### config.mk
export PLATFORM = sky130hd
export DESIGN_NAME = tdsm_front_flat
export DESIGN_NICKNAME = d
export VERILOG_FILES = /design/src/sv/tdsm_pkg.sv /design/src/sv/tdsm_if.sv /design/src/sv/tdsm_front.sv /design/src/flat_wrapper.sv
export SDC_FILE = /design/constraint.sdc
export NUM_CORES = 1
export LEC_CHECK = 0
export ABC_AREA = 1
export CAP_MARGIN = 20
export CORE_MARGIN = 2
export CORE_UTILIZATION = 60
export DETAILED_ROUTE_END_ITERATION = 8
export DONT_BUFFER_PORTS = 1
export HOLD_SLACK_MARGIN = 0.15
export PLACE_DENSITY_LB_ADDON = 0.12
export SYNTH_ARGS = -nofsm -noshare
export SYNTH_HDL_FRONTEND = slang
export SYNTH_SLANG_ARGS = --single-unit
### constraint.sdc
create_clock -name i_clk -period 2.5 [get_ports i_clk]
set_input_delay 0.375 -clock i_clk [delete_from_list [all_inputs] [get_ports i_clk]]
set_output_delay 0.375 -clock i_clk [all_outputs]
set_load 0.02 [all_outputs]
### src/sv/tdsm_pkg.sv
// ============================================================================
// tdsm_pkg - shared types and constants of the two-deck tone sequencer mixer
// Field widths, timing constants, command encoding and the knob quantizers.
// ============================================================================
`default_nettype none

package tdsm_pkg;

    // default storage depth of each note track
    localparam int TRACK_DEPTH_DEF = 256;

    // tick counter timing
    localparam int POLL_PERIOD   = 2000;
    localparam int SAMPLE_PERIOD = 100;

    // field widths
    localparam int TICK_W   = 11;
    localparam int PHASE_W  = $clog2(SAMPLE_PERIOD);
    localparam int NOTE_W   = 8;
    localparam int POS_W    = 17;
    localparam int LEN_W    = 9;
    localparam int KNOB_W   = 10;
    localparam int TONE_W   = 16;
    localparam int DUR_W    = 16;
    localparam int SPEED_W  = 4;
    localparam int WEIGHT_W = 11;
    localparam int VOL_W    = 6;
    localparam int MIX_W    = 28;

    // configuration port
    localparam int APB_AW = 3;
    localparam int APB_DW = 32;

    localparam int QUEUE_DEPTH = 2;

    localparam logic [TICK_W-1:0]   POLL_COUNT      = TICK_W'(POLL_PERIOD);
    localparam logic [PHASE_W-1:0]  PHASE_LAST      = PHASE_W'(SAMPLE_PERIOD - 1);
    localparam logic [PHASE_W-1:0]  PHASE_VOLUME    = PHASE_W'(80);
    localparam logic [PHASE_W-1:0]  PHASE_FADE      = PHASE_W'(60);
    localparam logic [PHASE_W-1:0]  PHASE_SPEED_ONE = PHASE_W'(40);
    localparam logic [PHASE_W-1:0]  PHASE_SPEED_TWO = PHASE_W'(20);
    localparam logic [WEIGHT_W-1:0] FULL_WEIGHT     = WEIGHT_W'(1024);

    // speed knob edges, entry 0 is the lowest
    localparam logic [8:0][KNOB_W-1:0] SPEED_EDGES = {
        10'd922, 10'd819, 10'd717, 10'd615, 10'd512,
        10'd410, 10'd308, 10'd205, 10'd103
    };

    typedef enum logic {
        OP_TICK = 1'b0,
        OP_LOAD = 1'b1
    } t_op;

    typedef enum logic {
        REG_DECK_ONE_LENGTH = 1'b0,
        REG_DECK_TWO_LENGTH = 1'b1
    } t_reg_index;

    typedef enum logic {
        CMD_PLAY = 1'b0,
        CMD_LOAD = 1'b1
    } t_cmd_kind;

    // one queue entry: a note load or a classified playback tick
    typedef struct packed {
        t_cmd_kind            kind;
        logic                 load_deck;
        logic [NOTE_W-1:0]    load_index;
        logic [TONE_W-1:0]    load_tone;
        logic [DUR_W-1:0]     load_duration;
        logic                 play_one;
        logic                 play_two;
        logic [SPEED_W-1:0]   speed_one;
        logic [SPEED_W-1:0]   speed_two;
        logic [WEIGHT_W-1:0]  fade_weight;
        logic [VOL_W-1:0]     volume;
    } t_cmd;

    function automatic logic [VOL_W-1:0] quant_volume(input logic [KNOB_W-1:0] s);
        logic [VOL_W-1:0] q;
        if (s < 10'd171)      q = 6'd32;
        else if (s < 10'd341) q = 6'd16;
        else if (s < 10'd512) q = 6'd8;
        else if (s < 10'd683) q = 6'd4;
        else if (s < 10'd853) q = 6'd2;
        else                  q = 6'd1;
        return q;
    endfunction

    function automatic logic [SPEED_W-1:0] quant_speed(input logic [KNOB_W-1:0] s);
        logic [SPEED_W-1:0] q;
        q = SPEED_W'(10);
        for (int i = 8; i >= 0; i--) begin
            if (s < SPEED_EDGES[i]) q = SPEED_W'(i + 1);
        end
        return q;
    endfunction

endpackage

`default_nettype wire

### src/sv/tdsm_if.sv
// ============================================================================
// tdsm_if - item and result channels of the tone sequencer mixer
// Valid/ready channels; a transfer happens when valid and ready are both high.
// ============================================================================
`default_nettype none

interface tdsm_in_if;
    logic                               valid;
    logic                               ready;
    logic                               op;
    logic                               load_deck;
    logic [tdsm_pkg::NOTE_W-1:0]        load_index;
    logic [tdsm_pkg::TONE_W-1:0]        load_tone;
    logic [tdsm_pkg::DUR_W-1:0]         load_duration;
    logic [tdsm_pkg::KNOB_W-1:0]        volume_knob;
    logic [tdsm_pkg::KNOB_W-1:0]        speed_one_knob;
    logic [tdsm_pkg::KNOB_W-1:0]        speed_two_knob;
    logic [tdsm_pkg::KNOB_W-1:0]        fade_knob;
    logic                               play_one_button;
    logic                               play_two_button;
    logic                               escape_button;

    modport source (
        output valid, op, load_deck, load_index, load_tone, load_duration,
               volume_knob, speed_one_knob, speed_two_knob, fade_knob,
               play_one_button, play_two_button, escape_button,
        input  ready
    );

    modport sink (
        input  valid, op, load_deck, load_index, load_tone, load_duration,
               volume_knob, speed_one_knob, speed_two_knob, fade_knob,
               play_one_button, play_two_button, escape_button,
        output ready
    );
endinterface


`default_nettype wire

### src/sv/tdsm_front.sv
// ============================================================================
// tdsm_front - item intake and tick classification
// Runs the tick counter, button polling and knob sampling, and turns each
// accepted item into a load or play command for the queue.
// ============================================================================
`default_nettype none

module tdsm_front (
    input  wire logic           i_clk,
    input  wire logic           i_rst_n,
    tdsm_in_if.sink             i_item,
    input  wire logic           i_push_ready,
    output logic                o_push_valid,
    output tdsm_pkg::t_cmd      o_push_cmd
);

    logic [tdsm_pkg::TICK_W-1:0]   r_tick_count, n_tick_count;
    logic [tdsm_pkg::PHASE_W-1:0]  r_phase, n_phase;
    logic                          r_halted;
    logic                          r_play_one, n_play_one;
    logic                          r_play_two, n_play_two;
    logic [tdsm_pkg::VOL_W-1:0]    r_volume, n_volume;
    logic [tdsm_pkg::WEIGHT_W-1:0] r_fade, n_fade;
    logic [tdsm_pkg::SPEED_W-1:0]  r_speed_one, n_speed_one;
    logic [tdsm_pkg::SPEED_W-1:0]  r_speed_two, n_speed_two;

    logic                          is_load;
    logic                          poll;
    logic                          escape;
    logic                          tick_live;
    logic [tdsm_pkg::TICK_W-1:0]   tick_base;
    logic [tdsm_pkg::PHASE_W-1:0]  phase_base;

    assign i_item.ready = i_push_ready;

    always_comb begin
        is_load   = (i_item.op == tdsm_pkg::OP_LOAD);
        poll      = (r_tick_count == tdsm_pkg::POLL_COUNT);
        escape    = poll && i_item.escape_button;
        tick_live = i_item.valid && i_push_ready && !is_load && !r_halted;

        n_play_one = r_play_one ^ (poll && i_item.play_one_button);
        n_play_two = r_play_two ^ (poll && i_item.play_two_button);
        tick_base  = poll ? '0 : r_tick_count;
        phase_base = poll ? '0 : r_phase;

        n_volume = r_volume;
        if (phase_base == tdsm_pkg::PHASE_VOLUME) begin
            n_volume = tdsm_pkg::quant_volume(i_item.volume_knob);
        end

        n_fade = r_fade;
        if (phase_base == tdsm_pkg::PHASE_FADE) begin
            // a stopped deck hands full weight to the other one
            if (!n_play_one) begin
                n_fade = '0;
            end else if (!n_play_two) begin
                n_fade = tdsm_pkg::FULL_WEIGHT;
            end else begin
                n_fade = tdsm_pkg::FULL_WEIGHT - {1'b0, i_item.fade_knob};
            end
        end

        n_speed_one = r_speed_one;
        if (phase_base == tdsm_pkg::PHASE_SPEED_ONE) begin
            n_speed_one = tdsm_pkg::quant_speed(i_item.speed_one_knob);
        end
        n_speed_two = r_speed_two;
        if (phase_base == tdsm_pkg::PHASE_SPEED_TWO) begin
            n_speed_two = tdsm_pkg::quant_speed(i_item.speed_two_knob);
        end

        n_tick_count = tick_base + 1'b1;
        n_phase      = (phase_base == tdsm_pkg::PHASE_LAST) ? '0 : phase_base + 1'b1;

        // halted ticks and the escape tick are dropped here
        o_push_valid = i_item.valid && (is_load || (!r_halted && !escape));

        o_push_cmd.kind          = is_load ? tdsm_pkg::CMD_LOAD : tdsm_pkg::CMD_PLAY;
        o_push_cmd.load_deck     = i_item.load_deck;
        o_push_cmd.load_index    = i_item.load_index;
        o_push_cmd.load_tone     = i_item.load_tone;
        o_push_cmd.load_duration = i_item.load_duration;
        o_push_cmd.play_one      = n_play_one;
        o_push_cmd.play_two      = n_play_two;
        o_push_cmd.speed_one     = n_speed_one;
        o_push_cmd.speed_two     = n_speed_two;
        o_push_cmd.fade_weight   = n_fade;
        o_push_cmd.volume        = n_volume;
    end

    always_ff @(posedge i_clk) begin
        if (!i_rst_n) begin
            r_tick_count <= '0;
            r_phase      <= '0;
            r_halted     <= 1'b0;
            r_play_one   <= 1'b1;
            r_play_two   <= 1'b1;
            r_volume     <= '0;
            r_fade       <= '0;
            r_speed_one  <= '0;
            r_speed_two  <= '0;
        end else if (tick_live) begin
            if (escape) begin
                r_halted <= 1'b1;
            end else begin
                r_tick_count <= n_tick_count;
                r_phase      <= n_phase;
                r_play_one   <= n_play_one;
                r_play_two   <= n_play_two;
                r_volume     <= n_volume;
                r_fade       <= n_fade;
                r_speed_one  <= n_speed_one;
                r_speed_two  <= n_speed_two;
            end
        end
    end

endmodule

`default_nettype wire

### src/flat_wrapper.sv
// flat-port wrapper written by rule: the top's interface ports become plain ports
module tdsm_front_flat 
  (i_clk, i_rst_n, i_push_ready, o_push_valid, o_push_cmd, i_item_valid, i_item_op, i_item_load_deck, i_item_load_index, i_item_load_tone, i_item_load_duration, i_item_volume_knob, i_item_speed_one_knob, i_item_speed_two_knob, i_item_fade_knob, i_item_play_one_button, i_item_play_two_button, i_item_escape_button, i_item_ready);
  tdsm_in_if i_item_i ();
  input  wire logic i_clk;
  input  wire logic i_rst_n;
  input  wire logic i_push_ready;
  output logic o_push_valid;
  output tdsm_pkg::t_cmd o_push_cmd;
  input wire logic [$bits(i_item_i.valid)-1:0] i_item_valid;
  input wire logic [$bits(i_item_i.op)-1:0] i_item_op;
  input wire logic [$bits(i_item_i.load_deck)-1:0] i_item_load_deck;
  input wire logic [$bits(i_item_i.load_index)-1:0] i_item_load_index;
  input wire logic [$bits(i_item_i.load_tone)-1:0] i_item_load_tone;
  input wire logic [$bits(i_item_i.load_duration)-1:0] i_item_load_duration;
  input wire logic [$bits(i_item_i.volume_knob)-1:0] i_item_volume_knob;
  input wire logic [$bits(i_item_i.speed_one_knob)-1:0] i_item_speed_one_knob;
  input wire logic [$bits(i_item_i.speed_two_knob)-1:0] i_item_speed_two_knob;
  input wire logic [$bits(i_item_i.fade_knob)-1:0] i_item_fade_knob;
  input wire logic [$bits(i_item_i.play_one_button)-1:0] i_item_play_one_button;
  input wire logic [$bits(i_item_i.play_two_button)-1:0] i_item_play_two_button;
  input wire logic [$bits(i_item_i.escape_button)-1:0] i_item_escape_button;
  output wire logic [$bits(i_item_i.ready)-1:0] i_item_ready;
  assign i_item_i.valid = i_item_valid;
  assign i_item_i.op = i_item_op;
  assign i_item_i.load_deck = i_item_load_deck;
  assign i_item_i.load_index = i_item_load_index;
  assign i_item_i.load_tone = i_item_load_tone;
  assign i_item_i.load_duration = i_item_load_duration;
  assign i_item_i.volume_knob = i_item_volume_knob;
  assign i_item_i.speed_one_knob = i_item_speed_one_knob;
  assign i_item_i.speed_two_knob = i_item_speed_two_knob;
  assign i_item_i.fade_knob = i_item_fade_knob;
  assign i_item_i.play_one_button = i_item_play_one_button;
  assign i_item_i.play_two_button = i_item_play_two_button;
  assign i_item_i.escape_button = i_item_escape_button;
  assign i_item_ready = i_item_i.ready;
  tdsm_front u_core (.i_clk(i_clk), .i_rst_n(i_rst_n), .i_item(i_item_i), .i_push_ready(i_push_ready), .o_push_valid(o_push_valid), .o_push_cmd(o_push_cmd));
endmodule
==> metrics <==
status=complete, but fails checks; violated checks=setup timing; period utilization=1.02; vias per inst=5.45; DP Worst Slack=0.139 ns; crit path kind=register to output port; most common cell after layout, fill and taps aside=nand2_1; Avg Synthesized Cell Area=5.96 um^2; max-slew violation count=0; CTS H-tree depth=2; drt total wl=9510 um; #FFs+latches synth=46; Synth-to-Final Area Change=8.00%; fin crit period=2.56 ns; ant diodes=0; Req. time, crit path=2.12 ns; Pre-antenna DRT Iters=4; max incr delay on CP=0.34 ns; Final WS setup=-0.0557 ns; vias=3967; hold path endpoint=u_core.r_tick_count[7]$_SDFFE_PN0P_; width of the die=86.0 um; I/O Buffers=0; sequential area share after synthesis=0.228; R2R Setup Slk=0.33 ns; share of cells above drive strength 1=0.197; main flop type after synthesis=dfxtp_1; Worst Reg-to-Reg Cells=15; die area=0.00740 mm^2; Post-synth EDFFs=0; Max Clock Freq=391 MHz; Die H=86.0 um; I/O pins=160; Finished Cell Area=0.00436 mm^2; Slew @ Worst Pin=0.671 ns; worst-path maximum fanout=6; vias in the first global route=3814; initial antenna violation count=0; Layout Nets=744; HPWL after DPL=6810 um; Yosys Warn Count=0; FF-to-FF End=u_core.r_fade[5]$_SDFFE_PN0P_; maximum VDD drop=0.330 mV; post-route ant nets=0; hold_sp=i_rst_n; routed len/inst=13.1 um; critical-path cell list=inv_2 > ha_4 > nand2_4 > nor2_4 > nand3_4 > nand2_4 > ha_4 > nand2_2 > nor2_4 > buf_4 > clkinv_4 > nand2_1 > nand2_4; post-layout util=0.679; Hold Crit Class=primary input to register; PD cells=361 mW/mm^2; reg-to-reg startpoint=u_core.r_tick_count[1]$_SDFFE_PN0P_; first-pass GRT wire length=16000 um; max cap viols=0; placed inst area=0.00376 mm^2; hold buffers post-CTS=0; Worst path slowest cell=dfxtp_2; Initial Utilization=0.629; startpoint types=register; Pleak=2.02 nW; Synth Cell Area=0.00404 mm^2; TritonCTS Buffers=5; RSZ-0062 raised after global routing=true; total congestion overflow=0; Overall Power=1.58 mW; CP dominant cell by count=nand2_4; clock latency on the worst-skew pair=0.31 ns; Residual DRC=0; core area=0.00642 mm^2; final setup vio count=12; commonest cells after routing, fill and taps aside=nand2_1 (138), nor2_1 (102), inv_1 (85), dfxtp_1 (44), nand3_1 (36); # clock sinks=46; Root Driver=clkbuf_8; Max Clock Skew=0.0144 ns; Mapped Cells=677; clk slew on worst S/H paths=0.10 ns; RD Place Congestion=0.884; asr flop ratio synth=0; Netlist cell types=37; clock tree buffer depth=2; syn nets=771; 1st-iter DRT viols=146; WP data arrival=2.18 ns; Rel. slew slack=0.552; cell row count=29; hold path depth=2; Worst Setup End Kind=output port; Total GRT Usage=0.257; final hold vios=0; CTS tree=built; largest net degree at the start of global routing=44
-- logic make-up (layout without fill, tap and decap cells) --
family                     count (synthesis)  after routing  synth area share
and+or+nand+nor                          376            376             0.424
buffers and inverters                    159            133             0.205
AOI/OAI and AO/OA                         85             85             0.110
DFF                                       46             46             0.228
xor gates and xnor gates                   6              6            0.0177
adders and majority gates                  5              5            0.0155
-- cell type report --
class	instances	area [um^2]
fill	608	2060
timing repair inverter	1	5.00
clock inverter	3	23.8
multi-input combinational	472	2610
inverter	97	382
clock buffer	5	68.8
timing repair buffer	27	255
tap	77	96.3
sequential	46	923
-- routing by layer --
metal	GRT usage	up-vias	wire [um]
li1	-	2024	-
met1	0.300	1835	4070
met2	0.482	98	4860
met3	0.0558	10	521
met4	0.0476	0	64
met5	0	-	0
-- stage by stage --
stage                     cells  TNS (ns)  hold slack (ns)
after floorplan             677         0            0.443
after global placement      704         0            0.461
after detailed placement    704         0            0.473
after CTS                   719    -0.214            0.164
after global routing        728     -2.79            0.166
final                       728    -0.271            0.177
-- how the worst max path moves through the flow --
stage	startpoint	endpoint	slack, ns	cells past startpoint
after CTS	u_core.r_tick_count[1]$_SDFFE_PN0P_	o_push_cmd[6]	-0.03	13
after global routing	u_core.r_tick_count[0]$_SDFFE_PN0P_	o_push_cmd[11]	-0.16	14
after global placement	u_core.r_tick_count[0]$_SDFFE_PN0P_	o_push_cmd[22]	0.20	13
final	u_core.r_tick_count[1]$_SDFFE_PN0P_	o_push_cmd[7]	-0.06	13
after detailed placement	u_core.r_tick_count[1]$_SDFFE_PN0P_	o_push_cmd[22]	0.14	13
after floorplan	u_core.r_tick_count[0]$_SDFFE_PN0P_	o_push_cmd[24]	0.15	12
-- state kept, by name (all words and copies together), names as in the netlist --
name / count
u_core.r_phase: 7
u_core.r_tick_count: 11
u_core.r_volume: 6
u_core.r_play_one: 1
u_core.r_speed_one: 4
u_core.r_speed_two: 4
u_core.r_halted: 1
u_core.r_fade: 11
u_core.r_play_two: 1
-- worst max-delay path: cells and delay by family, from the launching register on --
family,cells,cell delay [ns]
buf+inv,3,0.31
simple gates,8,0.91
flops,1,0.34
fa+ha+maj,2,0.29
-- what timing repair did --
item,CTS,global route
pin swaps,22,24
cloned,0,1
gates resized for setup,66,34
hold endpoints to repair,0,0
setup buffers,7,8
endpoints found under the setup margin,26,26
-- power by group --
group          internal [mW]  total [mW]  switching (mW)
Clock                  0.200       0.477           0.277
Combinational          0.118       0.325           0.207
Sequential             0.758       0.774          0.0161
Total                   1.08        1.58           0.500
-- Yosys cell counts (7+ instances only) --
library cell | instances | area share
a21oi_1 | 28 | 0.035
buf_4 | 45 | 0.084
buf_6 | 7 | 0.020
dfxtp_1 | 46 | 0.23
inv_1 | 91 | 0.085
nand2_1 | 165 | 0.15
nand2_2 | 12 | 0.019
nand3_1 | 38 | 0.047
nand3_2 | 9 | 0.022
nand3b_1 | 7 | 0.013
nand4_1 | 12 | 0.019
nor2_1 | 106 | 0.099
nor3_1 | 8 | 0.0099
o21ai_0 | 24 | 0.030
o21ai_1 | 25 | 0.031
Note: power is estimated with default switching activity, not from simulation.
