<file path="src/sv/tdsm_pkg.sv">
// ============================================================================
// tdsm_pkg - shared types and constants of the two-deck tone sequencer mixer
// Field widths, timing constants, command encoding and the knob quantizers.
// ============================================================================
`default_nettype none

package tdsm_pkg;

    // default storage depth of each note track
    localparam int TRACK_DEPTH_DEF = 256;

    // tick counter timing
    localparam int POLL_PERIOD   = 2000;
    localparam int SAMPLE_PERIOD = 100;

    // field widths
    localparam int TICK_W   = 11;
    localparam int PHASE_W  = $clog2(SAMPLE_PERIOD);
    localparam int NOTE_W   = 8;
    localparam int POS_W    = 17;
    localparam int LEN_W    = 9;
    localparam int KNOB_W   = 10;
    localparam int TONE_W   = 16;
    localparam int DUR_W    = 16;
    localparam int SPEED_W  = 4;
    localparam int WEIGHT_W = 11;
    localparam int VOL_W    = 6;
    localparam int MIX_W    = 28;

    // configuration port
    localparam int APB_AW = 3;
    localparam int APB_DW = 32;

    localparam int QUEUE_DEPTH = 2;

    localparam logic [TICK_W-1:0]   POLL_COUNT      = TICK_W'(POLL_PERIOD);
    localparam logic [PHASE_W-1:0]  PHASE_LAST      = PHASE_W'(SAMPLE_PERIOD - 1);
    localparam logic [PHASE_W-1:0]  PHASE_VOLUME    = PHASE_W'(80);
    localparam logic [PHASE_W-1:0]  PHASE_FADE      = PHASE_W'(60);
    localparam logic [PHASE_W-1:0]  PHASE_SPEED_ONE = PHASE_W'(40);
    localparam logic [PHASE_W-1:0]  PHASE_SPEED_TWO = PHASE_W'(20);
    localparam logic [WEIGHT_W-1:0] FULL_WEIGHT     = WEIGHT_W'(1024);

    // speed knob edges, entry 0 is the lowest
    localparam logic [8:0][KNOB_W-1:0] SPEED_EDGES = {
        10'd922, 10'd819, 10'd717, 10'd615, 10'd512,
        10'd410, 10'd308, 10'd205, 10'd103
    };

    typedef enum logic {
        OP_TICK = 1'b0,
        OP_LOAD = 1'b1
    } t_op;

    typedef enum logic {
        REG_DECK_ONE_LENGTH = 1'b0,
        REG_DECK_TWO_LENGTH = 1'b1
    } t_reg_index;

    typedef enum logic {
        CMD_PLAY = 1'b0,
        CMD_LOAD = 1'b1
    } t_cmd_kind;

    // one queue entry: a note load or a classified playback tick
    typedef struct packed {
        t_cmd_kind            kind;
        logic                 load_deck;
        logic [NOTE_W-1:0]    load_index;
        logic [TONE_W-1:0]    load_tone;
        logic [DUR_W-1:0]     load_duration;
        logic                 play_one;
        logic                 play_two;
        logic [SPEED_W-1:0]   speed_one;
        logic [SPEED_W-1:0]   speed_two;
        logic [WEIGHT_W-1:0]  fade_weight;
        logic [VOL_W-1:0]     volume;
    } t_cmd;

    function automatic logic [VOL_W-1:0] quant_volume(input logic [KNOB_W-1:0] s);
        logic [VOL_W-1:0] q;
        if (s < 10'd171)      q = 6'd32;
        else if (s < 10'd341) q = 6'd16;
        else if (s < 10'd512) q = 6'd8;
        else if (s < 10'd683) q = 6'd4;
        else if (s < 10'd853) q = 6'd2;
        else                  q = 6'd1;
        return q;
    endfunction

    function automatic logic [SPEED_W-1:0] quant_speed(input logic [KNOB_W-1:0] s);
        logic [SPEED_W-1:0] q;
        q = SPEED_W'(10);
        for (int i = 8; i >= 0; i--) begin
            if (s < SPEED_EDGES[i]) q = SPEED_W'(i + 1);
        end
        return q;
    endfunction

endpackage

`default_nettype wire

</file>
<file path="src/sv/tdsm_queue.sv">
// ============================================================================
// tdsm_queue - command queue between front and back
// Small register FIFO; push and pop may happen in the same cycle.
// ============================================================================
`default_nettype none

module tdsm_queue (
    input  wire logic               i_clk,
    input  wire logic               i_rst_n,
    input  wire logic               i_push_valid,
    output logic                    o_push_ready,
    input  tdsm_pkg::t_cmd          i_push_cmd,
    output logic                    o_head_valid,
    output tdsm_pkg::t_cmd          o_head_cmd,
    input  wire logic               i_pop
);

    localparam int PTR_W = $clog2(tdsm_pkg::QUEUE_DEPTH);
    localparam logic [PTR_W-1:0] PTR_LAST = PTR_W'(tdsm_pkg::QUEUE_DEPTH - 1);
    localparam logic [PTR_W:0]   CNT_FULL = (PTR_W + 1)'(tdsm_pkg::QUEUE_DEPTH);

    tdsm_pkg::t_cmd     r_slots [tdsm_pkg::QUEUE_DEPTH];
    logic [PTR_W-1:0]   r_wr_ptr, r_rd_ptr;
    logic [PTR_W:0]     r_count;
    logic               push;
    logic               pop;

    assign o_push_ready = (r_count != CNT_FULL);
    assign o_head_valid = (r_count != '0);
    assign o_head_cmd   = r_slots[r_rd_ptr];
    assign push         = i_push_valid && o_push_ready;
    assign pop          = i_pop && o_head_valid;

    always_ff @(posedge i_clk) begin
        if (!i_rst_n) begin
            r_wr_ptr <= '0;
            r_rd_ptr <= '0;
            r_count  <= '0;
        end else begin
            if (push) begin
                r_wr_ptr <= (r_wr_ptr == PTR_LAST) ? '0 : r_wr_ptr + 1'b1;
            end
            if (pop) begin
                r_rd_ptr <= (r_rd_ptr == PTR_LAST) ? '0 : r_rd_ptr + 1'b1;
            end
            if (push && !pop) begin
                r_count <= r_count + 1'b1;
            end else if (pop && !push) begin
                r_count <= r_count - 1'b1;
            end
        end
    end

    always_ff @(posedge i_clk) begin
        if (push) begin
            r_slots[r_wr_ptr] <= i_push_cmd;
        end
    end

endmodule

`default_nettype wire

</file>
<file path="config.mk">
export PLATFORM = sky130hd
export DESIGN_NAME = tdsm_queue
export DESIGN_NICKNAME = d
export VERILOG_FILES = /design/src/sv/tdsm_pkg.sv /design/src/sv/tdsm_queue.sv
export SDC_FILE = /design/constraint.sdc
export NUM_CORES = 1
export LEC_CHECK = 0
export BUFFER_PORTS_ARGS = -buffer_cell sky130_fd_sc_hd__buf_4
export CORE_AREA = 3 3 103 105
export CTS_BUF_LIST = sky130_fd_sc_hd__clkbuf_4
export DETAILED_ROUTE_END_ITERATION = 8
export DIE_AREA = 0 0 106 108
export HOLD_SLACK_MARGIN = 0.12
export PLACE_DENSITY = 0.84
export SLEW_MARGIN = 0
export SYNTH_ARGS = -nofsm -noshare
export SYNTH_HDL_FRONTEND = slang
export SYNTH_SLANG_ARGS = --single-unit
export TNS_END_PERCENT = 1
</file>
<file path="constraint.sdc">
create_clock -name i_clk -period 3 [get_ports i_clk]
set_input_delay 0.6 -clock i_clk [delete_from_list [all_inputs] [get_ports i_clk]]
set_output_delay 0.6 -clock i_clk [all_outputs]
set_load 0.01 [all_outputs]
</file>
==> results.tsv, run 1 <==
metric	value	unit
numCtsBuffers	17	
diodes	0	
worstPathCellList	buf_12 > mux2_2 > buf_4	
worstHoldStart	i_push_cmd[33]	
start_kind	flip-flop	
power_density	810	mW/mm^2
seq_area	0.00425	sq mm
post_cts_buffers	0	
final_cell_mix	147 x buf_4, 138 x edfxtp_1, 59 x mux2_2	
place_ws	0.910	ns
cp_data_arrival_time	2.01	ns
cp.required	2.40	ns
clockRootBuffer	clkbuf_4	
nFillCells	636	
ir_drop	0.473	mV
period_minus_slack	2.61	ns
setup_slack	0.392	ns
fin_skew	0.0105	ns
path_class	flip-flop to output pin	
grt_busiest_layer	met2	
max_stage_delay	0.65	ns
reg2reg_from	r_count[0]	
finalHoldViolations	0	
dr.pass1.iters	4	
port_buffers	143	
rsz0062_at_grt	false	
vias	2713	
grt_util_met3	6.39	%
drtIter0Drc	104	
max_freq	383	MHz
leakagePower	0.00259	uW
dieArea	0.0114	sq mm
core-area	0.00973	sq mm
routedWlPerCell	17.0	um
fin_crit_sh	86.9	%
ctsHoldBuffers	0	
die_y	108	um
r2r-end	r_slots[0][63]	
grt_pass1_wl	14300	um
die_w	106	um
reg2reg_slack	1.31	ns
overflow	0	
viasPerCell	4.98	
clk_pin_slew	0.11	ns
start_util	54.1	%
cpMaxStageDelayCell	dfxtp_4	
endpoint_kind	output pin	
final_common_cell	buf_4	
grt_max_degree	46	
syn_inst	239	
nNetsFinal	473	
yosysWarnings	0	
ys_seq_area_share	80.7	%
slew_headroom	60.8	%
cts_tree	built	
min_to	r_slots[1][33]	
setup_tns	0	ns
syn_area	0.00526	sq mm
synth_cell_types	21	
htreeDepth	4	
drtAntennaViolNets	0	
routabilityCongestion	0.689	
cts_buffer_depth	2	
hold_class	input port to flip-flop	
tightest_slew	0.587	ns
crit_family	flip-flops	
syn_avg_cell_area	22.0	sq um
synth-seq-cells	143	
grtUsageMet1	20.8	%
wl	9290	um
multi_input_area	955	sq um
clock-sinks	143	
drc	0	
setup_viol	0	
crit_buf_inv	2	
grt_pass1_vias	2849	
met2_usage	27.4	%
synth_nets	313	
dp_hpwl	6400	um
cp_max_fo	37	
final-max-slew-violation-count	0	
fp-row-count	36	
grt_usage	16.9	%
hold_path_depth	1	
drive_gt1_share	60.9	%
worstRegToRegCells	4	
antenna_found_initial	0	
status	complete, no violations	
insertion_delay	0.51	ns
ios	144	
maxCapViolations	0	
syn_to_final_growth	30.6	%
cts_resized	0	
==> how the worst max path moves through the flow <==
stage / end / slack, ns / from / cells after the start
after global placement: o_head_cmd[58] / 0.92 / flip-flop / 3
after floorplan: r_slots[1][0] / 0.30 / i_push_valid / 1
after detailed placement: o_head_cmd[18] / 0.91 / flip-flop / 3
final: o_head_cmd[18] / 0.39 / flip-flop / 3
after CTS: o_head_cmd[18] / 0.31 / flip-flop / 3
after global routing: o_head_cmd[18] / 0.25 / flip-flop / 3
==> synth_stat cells <==
| cell | number | area share (%) |
|---|---|---|
| a21bo_2 | 1 | 0.19 |
| a21boi_0 | 1 | 0.14 |
| a21boi_1 | 1 | 0.14 |
| and2_1 | 4 | 0.48 |
| and3_1 | 1 | 0.12 |
| buf_2 | 5 | 0.48 |
| buf_6 | 3 | 0.64 |
| dfxtp_1 | 5 | 1.9 |
| edfxtp_1 | 138 | 79 |
| ha_1 | 1 | 0.24 |
| inv_1 | 1 | 0.071 |
| mux2_2 | 59 | 13 |
| mux2_4 | 10 | 2.9 |
| nand2b_4 | 1 | 0.26 |
| nand3b_1 | 1 | 0.14 |
| o21ai_0 | 1 | 0.095 |
| o21ai_1 | 1 | 0.095 |
| or2_2 | 1 | 0.12 |
| or3_1 | 1 | 0.12 |
| xnor2_1 | 2 | 0.33 |
| xor2_1 | 1 | 0.17 |
==> flip-flops by register name, summed over array words and instances, names as in the netlist, named ones only <==
name,flops
r_count,2
r_rd_ptr,1
r_wr_ptr,1
r_slots,138
==> per-stage QoR <==
step	hold slack, ns	util [%]	instances	area (sq um)	total power [uW]
detailed placement	0.583	67.0	513	6520	4190
floorplan	0.512	-	239	5260	3490
CTS	0.207	70.6	545	6870	5650
finish	0.269	70.6	545	6870	5560
global route	0.189	70.6	545	6870	5840
global placement	0.526	67.0	513	6520	4150
==> cell families (layout without fill, tap and decap cells) <==
family                     count (synthesis)  after routing  synth area share (%)
DFF                                      143            143                  80.7
muxes                                     69             69                  15.5
and+or+nand+nor                            9              9                  1.24
buffers and inverters                      9            182                  1.19
AOI/OAI and AO/OA                          5              5                 0.666
xor gates and xnor gates                   3              3                 0.500
adders and majority gates                  1              1                 0.238
==> power breakdown <==
part	internal, uW	switching (uW)
clock	825	621
sequential	2490	133
combinational	844	648
==> metal layers <==
layer  up-vias  part of all wire, %
met5         -                    0
met4         0                  1.1
met3        11                  7.5
met2       117                   51
met1      1319                   40
li1       1266                    -
==> final cells by class <==
type                       instances  share of cell area [%]
tap                              133                    2.42
sequential                       143                    61.8
clock inverter                    14                    3.20
inverter                           1                  0.0546
multi-input combinational         87                    13.9
timing repair buffer             149                    16.6
clock buffer                      18                    1.97
Power figures use the tool's default switching activity.
==> run 2: changes to the inputs <==
--- a/config.mk
+++ b/config.mk
@@ -5,7 +5,7 @@
 export SDC_FILE = /design/constraint.sdc
 export NUM_CORES = 1
 export LEC_CHECK = 0
-export BUFFER_PORTS_ARGS = -buffer_cell sky130_fd_sc_hd__buf_4
+export BUFFER_PORTS_ARGS = -buffer_cell sky130_fd_sc_hd__buf_2
 export CORE_AREA = 3 3 103 105
 export CTS_BUF_LIST = sky130_fd_sc_hd__clkbuf_4
 export DETAILED_ROUTE_END_ITERATION = 8
==> run 2 against run 1 <==
Maximum frequency grew 1.7%. Clock-buffer cell count is 1 higher. Register-to-register slack better by 0.08 ns. Sequential cell count stayed put. Worst setup slack better by 0.043 ns. Power is 6.4% lower. Sequential power is essentially flat. Wire length down 2.2%. Critical path depth is the same. Cell area shrank 6.1%. Clock power shrank 10%. First-iteration DRC count grew 7.7%. Highest routed layer unchanged.
==> results.tsv, run 2 (synthesized netlist as in run 1, its figures left out) <==
metric	value	unit	change
routabilityCongestion	0.698		+1.4%
drtAntennaViolNets	0		unchanged
start_util	54.1	%	unchanged
drc	0		unchanged
period_minus_slack	2.57	ns	-0.0426 ns
finalHoldViolations	0		unchanged
leakagePower	0.00244	uW	-5.8%
layout.cells.non_filler	542		-0.55%
clk_pin_slew	0.11	ns	about the same
maxCapViolations	0		unchanged
cts_resized	0		unchanged
cp.required	2.40	ns	about the same
hold_class	input port to flip-flop		
status	complete, no violations		
place_ws	0.950	ns	+0.0401 ns
max_freq	390	MHz	+1.7%
power_density	807	mW/mm^2	-0.38%
ctsHoldBuffers	0		unchanged
viasPerCell	4.94		-0.67%
core-area	0.00973	sq mm	unchanged
ir_drop	0.519	mV	+9.8%
fp-row-count	36		unchanged
diodes	0		unchanged
largest_reg_flops	138		unchanged
dieArea	0.0114	sq mm	unchanged
multi_input_area	955	sq um	unchanged
start_kind	flip-flop		
setup_slack	0.434	ns	+0.0426 ns
die_w	106	um	unchanged
vias	2680		-1.2%
grt_max_degree	70		+52%
largestRegisters	r_slots x138, r_count x2		
rsz0062_at_grt	false		
cts_buffer_depth	2		unchanged
ios	144		unchanged
path_class	flip-flop to output pin		
fin_skew	0.00850	ns	-0.00201 ns
grt_pass1_vias	2895		+1.6%
dp_hpwl	6030	um	-5.7%
drtIter0Drc	112		+7.7%
wl	9090	um	-2.2%
dp_cells	511		-0.39%
routedWlPerCell	16.8	um	-1.6%
dr.pass1.iters	5		+1
setup_tns	0	ns	unchanged
tightest_slew	0.462	ns	-0.125 ns
final_common_cell	buf_2		
drive_gt1_share	61.4	%	+0.45 points
die_y	108	um	unchanged
insertion_delay	0.50	ns	about the same
htreeDepth	4		unchanged
clock-sinks	143		unchanged
cp_data_arrival_time	1.97	ns	-0.04 ns
overflow	0		unchanged
antenna_found_initial	0		unchanged
nNetsFinal	471		-0.42%
clockRootBuffer	clkbuf_4		
grt_pass1_wl	14200	um	-0.72%
worstRegToRegCells	5		+1
final_cell_mix	143 x buf_2, 138 x edfxtp_1, 59 x mux2_2		
cp_max_fo	47		+27%
regMostFlops	r_slots		
post_cts_buffers	0		unchanged
endpoint_kind	output pin		
fin_crit_sh	85.5	%	-1.4 points
syn_to_final_growth	22.7	%	
hold_path_depth	1		unchanged
numCtsBuffers	17		unchanged
cts_tree	built		
nFillCells	703		+11%
port_buffers	143		unchanged
grt_usage	16.8	%	-0.13 points
final-max-slew-violation-count	0		unchanged
slew_headroom	69.2	%	+8.4 points
seq_area	0.00425	sq mm	unchanged
setup_viol	0		unchanged
[run 2: worst paths after layout]
kind	endpoint	slack (ns)	startpoint
hold reg to reg	flip-flop	0.59	r_rd_ptr
setup / recovery	o_head_cmd[68]	0.43	flip-flop
setup reg to reg	r_count[1]	1.39	r_count[0]
hold / removal	r_slots[0][4]	0.27	i_push_cmd[4]
[run 2: metrics by stage]
stage / utilization [%] / total power (uW) / cell area (sq um) / hold slack, ns
final: 66.3 / 5210 / 6450 / 0.275
after global routing: 66.3 / 5460 / 6450 / 0.184
after CTS: 66.3 / 5290 / 6450 / 0.206
after detailed placement: 63.1 / 3980 / 6140 / 0.572
after global placement: 63.1 / 3940 / 6140 / 0.530
after floorplan: - / 3490 / 5260 / 0.512
[run 2: layout make-up]
class / instances / share of cell area, %
well taps: 133 / 2.58
repair buffers: 147 / 11.9
inverters: 1 / 0.0582
clock buffers: 19 / 2.21
clock inverters: 12 / 2.60
multi-input cells: 87 / 14.8
flip-flops and latches: 143 / 65.8
[run 2: worst max-delay path, stage by stage, from the launching register on]
cell,delay [ns]
dfxtp_4,0.59
buf_12,0.30
mux2_2,0.39
buf_2,0.15
[run 2: per-layer routing]
layer	global-route usage, %	vias to the layer above	part of all wire [%]
met5	0	-	0
met1	19.1	1306	40
met3	6.99	2	7.9
met2	28.6	111	52
li1	-	1261	-
met4	6.38	0	0.25
[run 2: power by group]
group / total (uW) / leakage [uW] / switching [uW] / internal [uW]
combinational: 1300 / 0.000938 / 640 / 655
sequential: 2610 / 0.00133 / 119 / 2490
clock: 1300 / 0.000168 / 628 / 670
==> run 3: changes to the inputs <==
--- a/config.mk
+++ b/config.mk
@@ -11,7 +11,7 @@
 export DETAILED_ROUTE_END_ITERATION = 8
 export DIE_AREA = 0 0 106 108
 export HOLD_SLACK_MARGIN = 0.12
-export PLACE_DENSITY = 0.84
+export PLACE_DENSITY = 0.92
 export SLEW_MARGIN = 0
 export SYNTH_ARGS = -nofsm -noshare
 export SYNTH_HDL_FRONTEND = slang
==> constraint.sdc (replaced) <==
create_clock -name i_clk -period 2.6 [get_ports i_clk]
set_input_delay 0.52 -clock i_clk [delete_from_list [all_inputs] [get_ports i_clk]]
set_output_delay 0.52 -clock i_clk [all_outputs]
set_load 0.01 [all_outputs]
==> run 3 against run 2 <==
Cell area grew 0.95%. Via count is 1.4% higher. Global-route usage shrank 0.27 points. Non-clock buffer count is 1 higher. Wire length is 2.5% higher. Hold slack worse by 0.076 ns. Die area stayed put. Critical path depth did not move. Critical endpoint is now o_head_cmd[32]. Largest cell class unchanged.
==> results.tsv, run 3 (synthesized netlist as in run 1, its figures left out) <==
metric	value	unit	change
tightest_slew	0.389	ns	-0.0727 ns
syn_to_final_growth	23.9	%	
max_freq	430	MHz	
dp_hpwl	6210	um	+3.0%
cts_resized	0		unchanged
ios	144		unchanged
htreeDepth	4		unchanged
setup_slack	0.276	ns	-0.158 ns
rsz0062_at_grt	false		
setup_viol	0		unchanged
port_buffers	143		unchanged
grt_usage	16.5	%	-0.27 points
regMostFlops	r_slots		
routedWlPerCell	17.1	um	+2.3%
cp.required	2.08	ns	-0.32 ns
core-area	0.00973	sq mm	unchanged
dp_cells	511		unchanged
place_ws	0.647	ns	-0.303 ns
maxCapViolations	0		unchanged
hold_class	input port to flip-flop		
final_common_cell	buf_2		
path_class	flip-flop to output pin		
slew_headroom	74.1	%	+4.8 points
drtIter0Drc	132		+18%
power_density	941	mW/mm^2	+17%
die_w	106	um	unchanged
overflow	0		unchanged
drtAntennaViolNets	0		unchanged
wl	9310	um	+2.5%
dieArea	0.0114	sq mm	unchanged
drive_gt1_share	61.2	%	-0.15 points
grt_pass1_wl	14000	um	-1.1%
ir_drop	0.478	mV	-8.0%
drc	0		unchanged
cp_max_fo	30		-36%
layout.cells.non_filler	543		+0.18%
numCtsBuffers	17		unchanged
largestRegisters	r_slots x138, r_count x2		
viasPerCell	5.01		+1.2%
setup_tns	0	ns	unchanged
antenna_found_initial	0		unchanged
status	complete, no violations		
start_util	54.1	%	unchanged
fin_skew	0.0111	ns	+0.00256 ns
clk_pin_slew	0.11	ns	about the same
final_cell_mix	143 x buf_2, 138 x edfxtp_1, 59 x mux2_2		
insertion_delay	0.50	ns	about the same
cts_buffer_depth	2		unchanged
finalHoldViolations	0		unchanged
fin_crit_sh	89.4	%	
endpoint_kind	output pin		
die_y	108	um	unchanged
routabilityCongestion	0.701		+0.49%
nNetsFinal	472		+0.21%
final-max-slew-violation-count	0		unchanged
post_cts_buffers	0		unchanged
grt_pass1_vias	2888		-0.24%
leakagePower	0.00245	uW	+0.64%
fp-row-count	36		unchanged
cts_tree	built		
clockRootBuffer	clkbuf_4		
diodes	0		unchanged
dr.pass1.iters	4		-1
vias	2718		+1.4%
period_minus_slack	2.32	ns	
largest_reg_flops	138		unchanged
cp_data_arrival_time	1.80	ns	-0.17 ns
clock-sinks	143		unchanged
grt_max_degree	70		unchanged
start_kind	flip-flop		
ctsHoldBuffers	0		unchanged
## run 3: cell types whose count changed in the layout (fill, tap and decap cells not counted)
cell / change
and3_2: -1
and3_4: +1
buf_12: +1
buf_4: -1
bufinv_16: +1
clkbuf_16: +1
clkbuf_4: -1
clkinv_1: +1
clkinv_2: -1
clkinvlp_4: +1
inv_6: -1
## run 3: report_power, final
part	switching, uW	internal [uW]	leakage (uW)
combinational	772	790	0.000951
clock	716	854	0.000170
sequential	123	2880	0.00133
## run 3: layer usage
| layer | global-route usage [%] | routed length [um] |
|---|---|---|
| met5 | 0 | 0 |
| met2 | 27.5 | 4760 |
| met4 | 6.20 | 95 |
| met3 | 7.40 | 814 |
| met1 | 19.1 | 3640 |
## run 3: path summary, 6_finish.rpt
kind / slack, ns / cells after the start / endpoint / startpoint
max: 0.28 / 3 / o_head_cmd[32] / flip-flop
min: 0.20 / 1 / r_slots[0][6] / i_push_cmd[6]
max reg2reg: 0.96 / 3 / r_slots[1][65] / r_count[0]
min reg2reg: 0.57 / 2 / r_count[1] / r_count[1]
## run 3: cell type report
| cell class | instances | area (sq um) |
|---|---|---|
| Clock buffer | 18 | 135 |
| Clock inverter | 13 | 195 |
| Fill cell | 704 | 3210 |
| Inverter | 1 | 3.75 |
| Multi-Input combinational cell | 87 | 958 |
| Sequential cell | 143 | 4250 |
| Tap cell | 133 | 166 |
| Timing Repair Buffer | 148 | 808 |
## run 3: worst max-delay path, cell delays in order, from the launching register on
cell	delay, ns
dfxtp_4	0.52
buf_12	0.24
mux2_2	0.37
buf_2	0.14
## run 3: per-stage QoR
stage / total power [uW] / cell area (sq um) / utilization (%) / hold WS, ns
after floorplan: 4030 / 5260 / - / 0.512
after global placement: 4550 / 6160 / 63.3 / 0.529
after detailed placement: 4610 / 6160 / 63.3 / 0.554
after CTS: 6180 / 6490 / 66.7 / 0.137
after global routing: 6440 / 6520 / 67.0 / 0.120
final: 6130 / 6520 / 67.0 / 0.198
